--- src/hw/rtl/w2s_pkg.sv ---
// ----------------------------------------------------------------------------
// w2s_pkg
// Shared constants, types and helpers of the world to screen projection.
// ----------------------------------------------------------------------------
package w2s_pkg;

  localparam int FRAC_BITS = 16;

  localparam int DATA_W  = 32;
  localparam int PROD_W  = 2 * DATA_W;
  localparam int ACC_W   = PROD_W;
  localparam int WIN_W   = 14;
  localparam int HALF_W  = WIN_W - 1;
  localparam int COEF_N  = 16;
  localparam int COEF_IW = $clog2(COEF_N);

  // one in fixed point, used to pass the translation column through the multiplier
  localparam logic signed [DATA_W-1:0] ONE_Q = DATA_W'(64'sd1 <<< FRAC_BITS);

  // 0.1 rounded to nearest
  localparam logic signed [ACC_W-1:0] THRESH =
    ACC_W'(((64'sd1 <<< FRAC_BITS) + 64'sd5) / 64'sd10);

  localparam logic signed [DATA_W-1:0] Q_MAX = {1'b0, {(DATA_W-1){1'b1}}};
  localparam logic signed [DATA_W-1:0] Q_MIN = {1'b1, {(DATA_W-1){1'b0}}};

  localparam logic [WIN_W-1:0] WIDTH_RST  = WIN_W'(1920);
  localparam logic [WIN_W-1:0] HEIGHT_RST = WIN_W'(1080);

  localparam logic CFG_WIDTH  = 1'b0;
  localparam logic CFG_HEIGHT = 1'b1;

  localparam logic OP_LOAD    = 1'b0;
  localparam logic OP_PROJECT = 1'b1;

  typedef enum logic [1:0] {
    ACC_HOLD,
    ACC_CLEAR,
    ACC_ADD_SHR,
    ACC_LOAD_SUM
  } acc_op_t;

  typedef struct packed {
    logic    mul_en;
    acc_op_t op;
  } mac_ctl_t;

  function automatic logic signed [DATA_W-1:0] sat32(input logic signed [ACC_W-1:0] v);
    logic signed [ACC_W-1:0] hi;
    logic signed [ACC_W-1:0] lo;
    hi = ACC_W'(Q_MAX);
    lo = ACC_W'(Q_MIN);
    if (v > hi) begin
      return Q_MAX;
    end else if (v < lo) begin
      return Q_MIN;
    end
    return v[DATA_W-1:0];
  endfunction

endpackage

--- src/hw/rtl/w2s_mac.sv ---
// ----------------------------------------------------------------------------
// w2s_mac
// Shared signed multiplier with a registered product and a wide accumulator.
// ----------------------------------------------------------------------------
module w2s_mac (
  input  logic                                 clk,
  input  w2s_pkg::mac_ctl_t                    ctl,
  input  logic signed [w2s_pkg::DATA_W-1:0]    a,
  input  logic signed [w2s_pkg::DATA_W-1:0]    b,
  input  logic signed [w2s_pkg::ACC_W-1:0]     k,
  output logic signed [w2s_pkg::ACC_W-1:0]     acc
);

  logic signed [w2s_pkg::PROD_W-1:0] prod;

  always_ff @(posedge clk) begin
    if (ctl.mul_en) begin
      prod <= a * b;
    end
    case (ctl.op)
      w2s_pkg::ACC_HOLD:     acc <= acc;
      w2s_pkg::ACC_CLEAR:    acc <= '0;
      // floor shift of the product back to the fixed point scale
      w2s_pkg::ACC_ADD_SHR:  acc <= acc + w2s_pkg::ACC_W'(prod >>> w2s_pkg::FRAC_BITS);
      w2s_pkg::ACC_LOAD_SUM: acc <= w2s_pkg::ACC_W'(prod) + k;
      default:               acc <= acc;
    endcase
  end

endmodule

--- config.mk ---
export PLATFORM = sky130hd
export DESIGN_NAME = w2s_mac
export DESIGN_NICKNAME = d
export VERILOG_FILES = /design/src/hw/rtl/w2s_pkg.sv /design/src/hw/rtl/w2s_mac.sv
export SDC_FILE = /design/constraint.sdc
export NUM_CORES = 2
export LEC_CHECK = 0
export BUFFER_PORTS_ARGS = -buffer_cell sky130_fd_sc_hd__buf_4
export CORE_MARGIN = 10
export CORE_UTILIZATION = 46
export CTS_CLUSTER_SIZE = 40
export DETAILED_ROUTE_END_ITERATION = 10
export PLACE_DENSITY_LB_ADDON = 0.05
export SLEW_MARGIN = 25
export SYNTH_ARGS = -nofsm -noshare
export SYNTH_HDL_FRONTEND = slang
export SYNTH_SLANG_ARGS = --single-unit
--- constraint.sdc ---
create_clock -name clk -period 11.06 [get_ports clk]
set_input_delay 0.553 -clock clk [delete_from_list [all_inputs] [get_ports clk]]
set_output_delay 0.553 -clock clk [all_outputs]
set_load 0.02 [all_outputs]
Yosys cells after proc, flatten, opt, wreduce, memory -nomap -nowiden
Index checks and enable logic that the tools add are counted.
{"block": "word_totals", "regBits": 128, "inputBits": 132, "word_cells": 10}
{"block": "classes", "add_sub_neg": 2, "n_mul": 1, "n_eq_ne": 3, "mux": 1, "reduce_logical": 1}
{"cell": "one-hot mux 64 bit (3 select lines)", "count": 1}
{"cell": "adder 64 x 48 -> 64 bit", "count": 1}
{"cell": "adder 64 bit", "count": 1}
{"cell": "multiplier 32 x 32 -> 64 bit", "count": 1}
{"cell": "== test 2 bit, second input constant", "count": 2}
{"cell": "== test 2 x 1 -> 1 bit, second input constant", "count": 1}
{"cell": "zero test 2 bit", "count": 1}

Logic depth before layout (Yosys ltp)
{"block": "depth", "word_depth": 2, "mapped_depth": 29, "mapped_depth_nobuf": 27}

Worst setup path after synthesis
No wires, ideal clock.
{"block": "synth_timing", "path_kind": "input -> register", "from": "in b[2] (netlist bit)", "to": "reg prod[61] (netlist bit), data pin", "setup_time_ns": 0.258, "arrival_time_ns": 7.828, "required_ns": 10.802, "setup_slack_ns": 2.974, "path_stages": 25, "n_path_buf": 1, "path_cell_list": "clkbuf_1 > nand2_1 > inv_1 > fa_1 > fa_1 > fa_1 > inv_1 > fa_1 > inv_1 > fa_1 > fa_1 > inv_1 > fa_1 > inv_1 > fa_1 > ha_1 > a21o_1 > a21oi_1 > o21ai_0 > a22o_1 > a21o_1 > a2111oi_0 > o21bai_1 > a21oi_1 > xnor2_1"}
{"block": "synth_between", "elab_chain_len": 1}
{"element": "start: declaration", "line_no": "w2s_mac.sv:9", "rtl": "input logic signed [w2s_pkg::DATA_W-1:0] b,"}
{"element": "multiplier 32 x 32 -> 64 bit", "line_no": "w2s_mac.sv:18", "rtl": "prod <= a * b;"}
{"element": "end signal: assignment", "line_no": "w2s_mac.sv:18"}
{"element": "end: declaration", "line_no": "w2s_mac.sv:14", "rtl": "logic signed [w2s_pkg::PROD_W-1:0] prod;"}
No other way between the ends.
A chain may end at the register's enable or synchronous reset.

Final worst setup path
Ends and elaborated chain as after synthesis.

==> impl_metrics.py <==
metrics = {
    "placed_design": {
        "pre_cts_ws_ps": 2110,
        "dp.final_hpwl_mm": 117,
        "gp_routability_congestion": 0.906,
        "detailed_place.area_mm2": 0.0501,
        "port_buffers": 195,
    },
    "logic_synthesis": {
        "synthesis.nets": 6685,
        "ys_ff_latch": 128,
        "synth_seq_area_share": 0.0803,
        "synth_enable_flop_cells": 128,
        "syn_area_per_cell_um2": 9.28,
        "synth_cell_types": 89,
        "synth-main-ff-cell": "edfxtp_1",
        "postSynth.asyncResetShare": 0,
        "synth_warnings": 0,
        "mappedNetlistArea_mm2": 0.0479,
        "synthCells": 5159,
    },
    "sta": {
        "timing.max_slew.rel_slack": 0.376,
        "worst_clk_skew_ps": 14.8,
        "report.final.slew_viol_count": 0,
        "postLayoutSetupSlackWorst_ps": 2600,
        "fmaxAchievable_ghz": 0.118,
        "totalNegativeSetupSlack_ps": 0,
        "hold_violations": 0,
        "worstMarginPinSlew_ps": 936,
        "unrepaired_setup_endpoints_after_global_routing": "no",
        "layout_worst_path_cycle_share": 0.765,
        "setup_viol": 0,
        "post-route-min-period_ps": 8460,
    },
    "clock_network": {
        "cts_tree": "done",
        "cts_buffers": 17,
        "cts_num_sinks": 128,
        "cts-hold-fix-buffers": 0,
        "clock_root_buffer": "clkbuf_16",
        "h_tree_levels": 4,
        "clkTransAtPathRegs_ps": 60,
        "post_cts_setup_buffers": 0,
        "clk-insertion-delay-late_ps": 450,
        "clock_path_buffers": 2,
        "postCtsResizedCells": 0,
    },
    "grt": {
        "first_pass_grt_wire_length_mm": 226,
        "global_route_overflow": 0,
        "maximum_number_of_pins_on_one_net_before_global_route_repair": 65,
        "grt_use_total": 0.248,
        "number_of_antenna_violations_at_the_first_check_in_global_routing": 3,
        "grt_pass1_vias": 37800,
    },
    "finish": {
        "fillCellCount": 10100,
        "utilization": 0.490,
        "syn2layout_area_growth_pct": 5.85,
        "final_design_area_no_fill_mm2": 0.0507,
        "design.final.nets": 6647,
        "share_of_final_layout_standard_cells_stronger_than_drive_strength_1": 0.0518,
        "antenna_cells": 0,
    },
    "setup_path": {
        "arrival_ps": 8660,
        "cp.required_ps": 11260,
        "start_kind": "input pin",
        "setup.worst_path.end_class": "flip-flop",
        "critPathKind": "input pin to flip-flop",
        "critPathMaxFanout": 32,
    },
    "detailed_routing": {
        "avgRoutedWirePerCell_um": 22.0,
        "num_vias": 35300,
        "detail_route.wirelength_mm": 144,
        "drt_pass1_iterations": 5,
        "drtIter0Drc": 2374,
        "via_per_inst": 5.42,
        "postRouteAntennaNets": 0,
        "drc_errors": 0,
    },
    "min_path": {
        "min-delay-path-class": "input pin to flip-flop",
    },
    "die": {
        "placementRows": 118,
        "floorplan.initialDensity": 0.463,
        "die_wd_um": 343,
        "fp.dieH_um": 343,
        "boundaryPins": 196,
        "placeableCoreArea_mm2": 0.103,
        "die_outline_area_mm2": 0.117,
    },
    "flow_run": {
        "maxCapViolCount": 0,
    },
    "outcome": {
        "run_status": "finished clean",
    },
}
critical path: stages:
cell and delay [ps]:
buf_4 350, nand2_1 160, inv_1 150, fa_1 460, fa_1 490, fa_1 950, inv_1 140, fa_1 560
inv_1 610, fa_1 570, fa_1 560, inv_1 60, fa_1 470, inv_1 50, fa_1 390, ha_1 390
a21o_1 200, a21oi_1 120, o21ai_0 130, a22o_1 200, a21o_1 200, a2111oi_0 440, o21bai_1 130, a21oi_1 190
xnor2_1 80
final timing paths:
kind                            cells after the start  slack [ps]  endpoint    start
worst min-delay path                                2         580   acc[53]   ctl[1]
worst min register to register                      3         700    acc[0]  prod[0]
worst max register to register                     13        6550   acc[56]   acc[0]
worst max-delay path                               25        2600  prod[61]     b[2]
through the flow:
stage          hold WS (ps)  std cells
2_1_floorplan           647       5159
3_3_place_gp            687       6482
3_5_place_dp            700       6482
4_1_cts                 556       6514
5_1_grt                 576       6514
6_report                584       6514
state kept, by name (all words and copies together) (netlist names):
signal,count
prod,64
acc,64
final cells by class:
class,count,area [µm²],area share
flip-flops and latches,128,3840,0.0759
multi-input cells,3789,39300,0.777
clock buffers,19,433,0.00855
well taps,1380,1730,0.0341
clock inverters,13,118,0.00232
inverters,985,3700,0.0730
repair buffers,200,1500,0.0296
placed cells by master, fill, tap and decap left out, types with 33 or more instances in the layout:
cell      netlist  layout
a21o_1         96      96
a21oi_1       226     226
and2_1        529     529
buf_4           0     200
edfxtp_1      128     128
fa_1         1084    1084
ha_1          310     310
inv_1         984     984
nand2_1       619     619
nand3_1        54      54
nor2_1        134     134
nor2b_1        44      44
o21ai_0       108     108
o21bai_1       33      33
xnor2_1       109     109
xor2_1         71      71
cell families (layout without fill, tap and decap cells):
kind of cell | Yosys count | after routing | synth area share
xor gates and xnor gates | 180 | 180 | 0.0329
muxes | 9 | 9 | 0.00193
and+or+nand+nor | 1514 | 1514 | 0.158
buffers and inverters | 1242 | 1217 | 0.0977
adders and majority gates | 1394 | 1394 | 0.535
AOI/OAI and AO/OA | 692 | 692 | 0.0948
DFF | 128 | 128 | 0.0803
per-layer routing:
| layer | share of wire | track usage | up-vias | wire, µm |
|---|---|---|---|---|
| li1 | - | - | 15800 | - |
| met2 | 0.45 | 0.388 | 1020 | 64800 |
| met4 | 0.016 | 0.0446 | 0 | 2320 |
| met3 | 0.068 | 0.0385 | 113 | 9770 |
| met5 | 0 | 0 | - | 0 |
| met1 | 0.46 | 0.366 | 18300 | 66700 |
synthesized netlist by cell type, drive strengths merged (6+ instances only):
master	count	area, µm²
a2111oi	9	104
a211oi	28	215
a21boi	10	78.8
a21o	96	721
a21oi	229	1160
a221oi	7	73.8
a311oi	6	52.6
a31oi	23	163
a41oi	6	52.6
and2	529	3310
and3	21	131
and4	8	70.1
buf	9	47.5
clkbuf	248	932
edfxtp	128	3840
fa	1084	21700
ha	310	3880
inv	984	3690
mux2i	7	70.1
nand2	619	2320
nand2b	30	188
nand3	54	270
nand4	26	163
nor2	134	503
nor2b	44	275
nor3	22	115
nor4	6	43.8
o211ai	11	92.6
o21a	23	180
o21ai	126	646
o21bai	33	248
o221ai	7	67.6
o22ai	18	113
o31a	7	61.3
o31ai	10	80.1
or3	6	37.5
xnor2	109	955
xor2	71	622
Power is not shown: default switching activity piles up to over one toggle a cycle in this logic, so the estimate is an artifact.
