==> config.mk <==
export PLATFORM = sky130hd
export DESIGN_NAME = w2s_div
export DESIGN_NICKNAME = d
export VERILOG_FILES = /design/src/hw/rtl/w2s_pkg.sv /design/src/hw/rtl/w2s_div.sv
export SDC_FILE = /design/constraint.sdc
export NUM_CORES = 1
export LEC_CHECK = 0
export BUFFER_PORTS_ARGS = -buffer_cell sky130_fd_sc_hd__buf_4
export CAP_MARGIN = 20
export CORE_MARGIN = 2
export CORE_UTILIZATION = 40
export DETAILED_ROUTE_END_ITERATION = 8
export SLEW_MARGIN = 20
export SYNTH_ARGS = -nofsm -noshare
export SYNTH_HDL_FRONTEND = slang
export SYNTH_SLANG_ARGS = --single-unit
==> constraint.sdc <==
create_clock -name clk -period 37.1 [get_ports clk]
set_clock_uncertainty 0.2 [all_clocks]
set_input_delay 1.855 -clock clk [delete_from_list [all_inputs] [get_ports clk]]
set_output_delay 1.855 -clock clk [all_outputs]
set_load 0.1 [all_outputs]
==> src/hw/rtl/w2s_pkg.sv <==
// ----------------------------------------------------------------------------
// w2s_pkg
// Shared constants, types and helpers of the world to screen projection.
// ----------------------------------------------------------------------------
package w2s_pkg;

  localparam int FRAC_BITS = 16;

  localparam int DATA_W  = 32;
  localparam int PROD_W  = 2 * DATA_W;
  localparam int ACC_W   = PROD_W;
  localparam int WIN_W   = 14;
  localparam int HALF_W  = WIN_W - 1;
  localparam int COEF_N  = 16;
  localparam int COEF_IW = $clog2(COEF_N);

  // one in fixed point, used to pass the translation column through the multiplier
  localparam logic signed [DATA_W-1:0] ONE_Q = DATA_W'(64'sd1 <<< FRAC_BITS);

  // 0.1 rounded to nearest
  localparam logic signed [ACC_W-1:0] THRESH =
    ACC_W'(((64'sd1 <<< FRAC_BITS) + 64'sd5) / 64'sd10);

  localparam logic signed [DATA_W-1:0] Q_MAX = {1'b0, {(DATA_W-1){1'b1}}};
  localparam logic signed [DATA_W-1:0] Q_MIN = {1'b1, {(DATA_W-1){1'b0}}};

  localparam logic [WIN_W-1:0] WIDTH_RST  = WIN_W'(1920);
  localparam logic [WIN_W-1:0] HEIGHT_RST = WIN_W'(1080);

  localparam logic CFG_WIDTH  = 1'b0;
  localparam logic CFG_HEIGHT = 1'b1;

  localparam logic OP_LOAD    = 1'b0;
  localparam logic OP_PROJECT = 1'b1;

  typedef enum logic [1:0] {
    ACC_HOLD,
    ACC_CLEAR,
    ACC_ADD_SHR,
    ACC_LOAD_SUM
  } acc_op_t;

  typedef struct packed {
    logic    mul_en;
    acc_op_t op;
  } mac_ctl_t;

  function automatic logic signed [DATA_W-1:0] sat32(input logic signed [ACC_W-1:0] v);
    logic signed [ACC_W-1:0] hi;
    logic signed [ACC_W-1:0] lo;
    hi = ACC_W'(Q_MAX);
    lo = ACC_W'(Q_MIN);
    if (v > hi) begin
      return Q_MAX;
    end else if (v < lo) begin
      return Q_MIN;
    end
    return v[DATA_W-1:0];
  endfunction

endpackage

==> src/hw/rtl/w2s_div.sv <==
// ----------------------------------------------------------------------------
// w2s_div
// Bit-serial restoring divider giving a saturated signed fixed point quotient.
// ----------------------------------------------------------------------------
module w2s_div (
  input  logic                               clk,
  input  logic                               rst,
  input  logic                               start,
  input  logic signed [w2s_pkg::ACC_W-1:0]   num,
  input  logic signed [w2s_pkg::ACC_W-1:0]   den,
  output logic                               done,
  output logic signed [w2s_pkg::DATA_W-1:0]  quot
);

  localparam int AW = w2s_pkg::ACC_W;
  localparam int QW = w2s_pkg::DATA_W - 1;
  localparam int NW = AW + QW;
  localparam int CW = $clog2(QW);

  typedef enum logic [2:0] {
    D_IDLE,
    D_CHK,
    D_RUN,
    D_SIGN,
    D_FIN
  } dstate_t;

  dstate_t         state;
  logic            neg;
  logic [AW-1:0]   mag;
  logic [AW-1:0]   d;
  logic [AW-1:0]   rem;
  logic [QW-1:0]   low;
  logic [QW-1:0]   q;
  logic [CW-1:0]   cnt;

  logic [NW-1:0]   n_ext;
  logic [NW-1:0]   d_ext;
  logic [AW:0]     diff;

  always_comb begin
    n_ext = NW'(mag) << w2s_pkg::FRAC_BITS;
    d_ext = {d, {QW{1'b0}}};
    diff  = {rem, low[QW-1]} - {1'b0, d};
  end

  assign done = (state == D_FIN);

  always_ff @(posedge clk) begin
    if (rst) begin
      state <= D_IDLE;
    end else begin
      case (state)
        D_IDLE: begin
          if (start) begin
            neg   <= num[AW-1];
            mag   <= num[AW-1] ? AW'(-num) : AW'(num);
            d     <= AW'(den);
            state <= D_CHK;
          end
        end
        D_CHK: begin
          // quotient of 2^31 or more saturates
          if (n_ext >= d_ext) begin
            quot  <= neg ? w2s_pkg::Q_MIN : w2s_pkg::Q_MAX;
            state <= D_FIN;
          end else begin
            rem   <= n_ext[NW-1:QW];
            low   <= n_ext[QW-1:0];
            q     <= '0;
            cnt   <= '0;
            state <= D_RUN;
          end
        end
        D_RUN: begin
          if (!diff[AW]) begin
            rem <= diff[AW-1:0];
            q   <= {q[QW-2:0], 1'b1};
          end else begin
            rem <= {rem[AW-2:0], low[QW-1]};
            q   <= {q[QW-2:0], 1'b0};
          end
          low <= {low[QW-2:0], 1'b0};
          cnt <= cnt + CW'(1);
          if (cnt == CW'(QW - 1)) begin
            state <= D_SIGN;
          end
        end
        D_SIGN: begin
          quot  <= neg ? -{1'b0, q} : {1'b0, q};
          state <= D_FIN;
        end
        D_FIN: begin
          state <= D_IDLE;
        end
        default: state <= D_IDLE;
      endcase
    end
  end

endmodule

# Word level (Yosys, flattened, before mapping)
# Cells that the tools add are included.
dict set report totals {
  reg_bits 295
  in_bits 131
}
dict set report op_classes {
  n_lt_le_gt_ge 1
  eq_ne 9
  add_sub_neg 4
  mux 19
  reduce_logical 7
  n_bitwise 1
}
# op count
set ops {}
lappend ops {{$mux 64} 2}
lappend ops {{$pmux 64 s2} 1}
lappend ops {{$pmux 31 s2} 2}
lappend ops {{$mux 32} 3}
lappend ops {{$ge 80x95->1} 1}
lappend ops {{$sub 65x64->65} 1}
lappend ops {{$neg 64->64} 1}
lappend ops {{$pmux 32 s2} 1}
lappend ops {{$mux 63} 1}
lappend ops {{$mux 31} 2}
lappend ops {{$neg 31->32} 1}
lappend ops {{$pmux 3 s4} 1}
lappend ops {{$pmux 5 s2} 1}
lappend ops {{$mux 3} 3}
lappend ops {{$reduce_and 3->1} 3}
lappend ops {{$ne 2x2->1 const B} 4}
lappend ops {{$eq 3x2->1 const B} 2}
lappend ops {{$add 5x1->5 const B} 1}
lappend ops {{$eq 5x5->1 const B} 1}
lappend ops {{$mux 5} 1}
lappend ops {{$reduce_bool 2->1} 2}
lappend ops {{$eq 3x1->1 const B} 1}
lappend ops {{$eq 3x3->1 const B} 1}
lappend ops {{$logic_not 3->1} 1}
lappend ops {{other kinds (3)} 3}

# Logic depth before layout (Yosys ltp)
dict set report depth {
  depth_word 3
  ltp_mapped 16
}

# Worst setup path before layout
# Ideal clock, no wire load.
dict set report synth_timing {
  path_kind {reg-to-reg}
  start {reg d[1]}
  end {reg cnt[0], enable pin}
  synth_period_minus_slack_ns 15.280
  setup_slack_ns 21.820
  path_buffers 0
  stages_incl_launch_ff 14
  arrival_time_ns 14.169
  setup_time_ns 0.912
  required_time_ns 35.988
  cell_sequence {edfxtp_1 > inv_1 > ha_1 > nor2b_1 > o21ai_0 > nand2b_1 > a21oi_1 > o21ai_0 > a2111o_1 > a221oi_1 > o21a_1 > o21ai_0 > a31oi_1 > nor4b_1}
}
dict set report synth_between {
  elab_chain_len 3
}
# item line
set synth_lines {}
lappend synth_lines {{start, declared} w2s_div.sv:31} ;# logic [AW-1:0] d;
lappend synth_lines {{start signal, assigned} w2s_div.sv:58} ;# d <= AW'(den);
lappend synth_lines {{$ge 80x95->1} w2s_div.sv:64} ;# if (n_ext >= d_ext) begin
lappend synth_lines {{$ne 2x2->1 (no line)} --}
lappend synth_lines {{$reduce_and 3->1 (no line)} --}
lappend synth_lines {{end signal, assigned} w2s_div.sv:84} ;# cnt <= cnt + CW'(1);
lappend synth_lines {{end, declared} w2s_div.sv:35} ;# logic [CW-1:0] cnt;
# Every way passes these cells.
# A chain may end at the register's enable or synchronous reset.

# Final worst setup path
dict set report layout_timing {
  start {reg rem[6]}
  end {reg rem[1] (data pin)}
}
dict set report layout_between {
  elab_chain_len 3
}
# item line
set layout_lines {}
lappend layout_lines {{start, declared} w2s_div.sv:32} ;# logic [AW-1:0] rem;
lappend layout_lines {{start signal, assigned} w2s_div.sv:68} ;# rem <= n_ext[NW-1:QW];
lappend layout_lines {{start signal, assigned} w2s_div.sv:77} ;# rem <= diff[AW-1:0];
lappend layout_lines {{start signal, assigned} w2s_div.sv:80} ;# rem <= {rem[AW-2:0], low[QW-1]};
lappend layout_lines {{$sub 65x64->65} w2s_div.sv:44} ;# diff = {rem, low[QW-1]} - {1'b0, d};
lappend layout_lines {{$mux 64} w2s_div.sv:76} ;# if (!diff[AW]) begin
lappend layout_lines {{$pmux 64 s2} w2s_div.sv:53} ;# case (state)
# Every way passes these cells.

==> impl_results.md <==
- Initial DRC count: 729
- Worst hold margin: just over 300 ps
- Number of pins with negative max-slew slack in the final report: 0
- Final Worst Setup Slack: around 31000 ps
- Leading cell types in the layout, fill and taps excluded: sky130_fd_sc_hd__edfxtp_1 (276), sky130_fd_sc_hd__nand2_1 (186), sky130_fd_sc_hd__buf_4 (175), sky130_fd_sc_hd__ha_1 (117), sky130_fd_sc_hd__xnor2_1 (98)
- Asr flop ratio synth: 0
- Number of global-route vias before repair: 12.79k
- Static leakage: about 8.3 nW
- Setup slack at placement: between 30000 and 40000 ps
- Synth Area in Compound Gates: 0.1554
- Post-CTS Setup Repair Bufs: 0
- Max-cap check violation count: 0
- Number of synthesized flops with an enable pin: roughly 280
- Placed wire-length estimate: between 30 and 40 mm
- Largest incremental delay on the critical path: roughly 890 ps
- Number of CTS-inserted buffers: 34
- Wirelength, routed: 42.80 mm
- Global-route total usage across every layer: 0.1907
- Top cells by area in the synthesized netlist: sky130_fd_sc_hd__edfxtp_1 (47%), sky130_fd_sc_hd__ha_1 (8.3%), sky130_fd_sc_hd__xnor2_1 (4.9%)
- Clock insertion delay at the later pin of the skew report: ~540 ps
- Critical Path Slowest Stage Cell: sky130_fd_sc_hd__xor2_4
- Most frequently used flop master after synthesis: sky130_fd_sc_hd__edfxtp_1
- Most common library cell in the layout ignoring fill and taps: sky130_fd_sc_hd__edfxtp_1
- TritonCTS clock tree: done
- Fin nets: between 2k and 2.5k
- Cell accounting for the most synthesized area: sky130_fd_sc_hd__edfxtp_1
- Share of synthesized area occupied by flip-flops and latches: 0.4762
- Via/cell ratio: 5.356
- Outcome: completed
- Maximum operating frequency: 177.9 MHz
- Avg Synthesized Cell Area: between 10 and 15 sq um
- Post-synthesis net count: between 1.5k and 2k
- Simple-gate area share of the yosys netlist: 0.1459
- Category of the worst setup path launch point: flip-flop
- Max transition margin: 0.2756
- Worst setup path category: reg2reg
- DRC errors left: 0
- IO Port Bufs: around 160
- Die outline width: 213.4 um
- Period Utilization, post-route: 0.1515
- Hold buffers post-CTS: 0
- Final GP Congestion: between 0.8 and 0.9
- Detailed-route wire length per cell: roughly 18 um
- Design Power: approximately 0.00088 W
- List of cells traversed by the critical path: ha_1, a21oi_1, nand2_1, o21ai_1, a21boi_1, a2111oi_0, nor2_1, a211oi_1, o21ai_1, xor2_4, buf_4, mux2_1, o21ai_1
- Total Neg Setup Slack: 0 ps
- Unique masters post-synth: between 70 and 80
- Area share of fa/ha/maj cells after synthesis: 0.08464
- Worst Hold Class: reg2reg
- Combinational family with the most area after synthesis: compound AO/OA/AOI/OAI gates
- Total number of clock tree sinks: 279
- Top cell family by delay on the critical path: compound AO/OA/AOI/OAI gates
- N_diodes: 0
- First-pass detailed-route iteration total: 6
- Final standard cell area without fillers: ~20000 sq um
- Count of nets left with antenna violations after detail routing: 0
- Buf+Inv Stages, Crit Path: 1
- Final-layout fill cell count: about 4k
- Endpoint class of the critical path: flip-flop
- Placed cell area: about 19000 sq um
- Synthesized instance count: 1700
- Final hold violation count: 0
- Site row count: 76
- Register clock-pin slew on the reported worst setup and hold paths: ~60 ps
- FF+latch count, synth: approximately 280
- Initial Utilization: 0.4061
- Proportion of layout cells with a drive suffix above 1: 0.1350
- Most frequent cell on the critical path: sky130_fd_sc_hd__o21ai_1
- Worst-Margin Slew: 1085 ps
- Final-report setup violation count: 0
- Xor and xnor area share after synthesis: 0.06145
- Total congestion overflow after global routing: 0
- DIE AREA: approximately 46000 sq um
- Area growth from synthesis to layout: 16.14%
- Core Region: about 43000 sq um
- Synth Cell Area: between 15000 and 20000 sq um
- Setup repair after global routing missed its margin: false
- Area share of the largest cell type after synthesis: 0.4727
- Htree depth: 2
- Multiplexer share of the synthesized area: 0.04068
- Die Y: roughly 210 um
- PostCTS Resize Cnt: 0
- Clock Root Buffer: sky130_fd_sc_hd__clkbuf_16
- Global-route wire length before repair: approximately 70 mm
- Vias after detailed routing: roughly 13k
- Arrival time worst endpoint: slightly below 6000 ps
- Pin count of the biggest net entering global routing: 100
- Min cycle time layout: 5620 ps
- Count of boundary I/O pins: approximately 160
- Yosys warning total: 0
- Power per cell area: around 43 nW/um^2
- Critical-path maximum fanout: 44
- Max Root-Sink Buffers: 3
- Number of antenna violations at the first check in global routing: 1
- Largest vdd supply drop: ~0.000025 V
- Data required time of the worst path: 37270 ps
[report_power, final]
group	internal (W)	total, W	switching (W)
sequential	0.000373	0.000385	0.0000116
combinational	0.0000746	0.000179	0.000105
clock	0.000180	0.000312	0.000132
[sequential cells by signal, indices dropped and copies added, names as in the netlist]
signal,cells
low,15
quot,32
neg,1
rem,64
d,64
state,3
mag,64
cnt,5
q,31
[synth_stat cells (17+ instances only)]
master,count
sky130_fd_sc_hd__inv_1,90
sky130_fd_sc_hd__o31ai_1,22
sky130_fd_sc_hd__o21ai_1,68
sky130_fd_sc_hd__nand2_1,187
sky130_fd_sc_hd__xnor2_1,98
sky130_fd_sc_hd__a21o_1,73
sky130_fd_sc_hd__o21ai_0,58
sky130_fd_sc_hd__nor2_1,93
sky130_fd_sc_hd__xor2_1,25
sky130_fd_sc_hd__a21oi_1,95
sky130_fd_sc_hd__and3_1,36
sky130_fd_sc_hd__ha_1,117
sky130_fd_sc_hd__nand3_1,17
sky130_fd_sc_hd__nand4_1,29
sky130_fd_sc_hd__mux2i_1,69
sky130_fd_sc_hd__clkbuf_1,74
sky130_fd_sc_hd__a31oi_1,18
sky130_fd_sc_hd__o22ai_1,18
sky130_fd_sc_hd__or3_1,30
sky130_fd_sc_hd__nor2b_1,23
sky130_fd_sc_hd__edfxtp_1,276
sky130_fd_sc_hd__nor3_1,21
[worst reg2reg max path, stage by stage (launching register included)]
cell	delay, ps
sky130_fd_sc_hd__edfxtp_1	420
sky130_fd_sc_hd__ha_1	380
sky130_fd_sc_hd__a21oi_1	220
sky130_fd_sc_hd__nand2_1	70
sky130_fd_sc_hd__o21ai_1	270
sky130_fd_sc_hd__a21boi_1	160
sky130_fd_sc_hd__a2111oi_0	480
sky130_fd_sc_hd__nor2_1	240
sky130_fd_sc_hd__a211oi_1	530
sky130_fd_sc_hd__o21ai_1	240
sky130_fd_sc_hd__xor2_4	890
sky130_fd_sc_hd__buf_4	770
sky130_fd_sc_hd__mux2_1	450
sky130_fd_sc_hd__o21ai_1	120
[cell type report]
| class | count | area [sq um] | area share |
|---|---|---|---|
| clock buffers | 41 | 898.4 | 0.04412 |
| clock inverters | 20 | 125.1 | 0.006145 |
| inverters | 90 | 337.8 | 0.01659 |
| multi-input cells | 1254 | 8607 | 0.4227 |
| flip-flops and latches | 279 | 8348 | 0.4100 |
| well taps | 585 | 732.0 | 0.03595 |
| repair buffers | 175 | 1314 | 0.06452 |
[per-stage QoR]
step	cells	util
after floorplan	1700	-
after global placement	2383	0.4479
after detailed placement	2383	0.4479
after CTS	2444	0.4717
after global routing	2444	0.4717
final	2444	0.4717
[metal layers]
layer | track usage | up-vias | routed length [um]
li1 | - | 6557 | -
met1 | 0.2754 | 6176 | 20830
met2 | 0.2985 | 299 | 19010
met3 | 0.03237 | 57 | 2116
met4 | 0.04646 | 2 | 837
met5 | 0 | - | 9
[worst paths after layout]
check,start,slack [ps],end,cells past startpoint
min reg2reg,low[18],300,low[19],2
min,low[18],300,low[19],2
max reg2reg,rem[6],31480,rem[1],13
max,rem[6],31480,rem[1],13
[cell families after synthesis]
| kind of cell | count (synthesis) |
|---|---|
| simple gates | 513 |
| flops | 279 |
| fa+ha+maj | 118 |
| compound gates | 429 |
| mux | 71 |
| buf+inv | 167 |
| xor+xnor | 123 |
No activity file was read; power rests on OpenSTA's default activity.
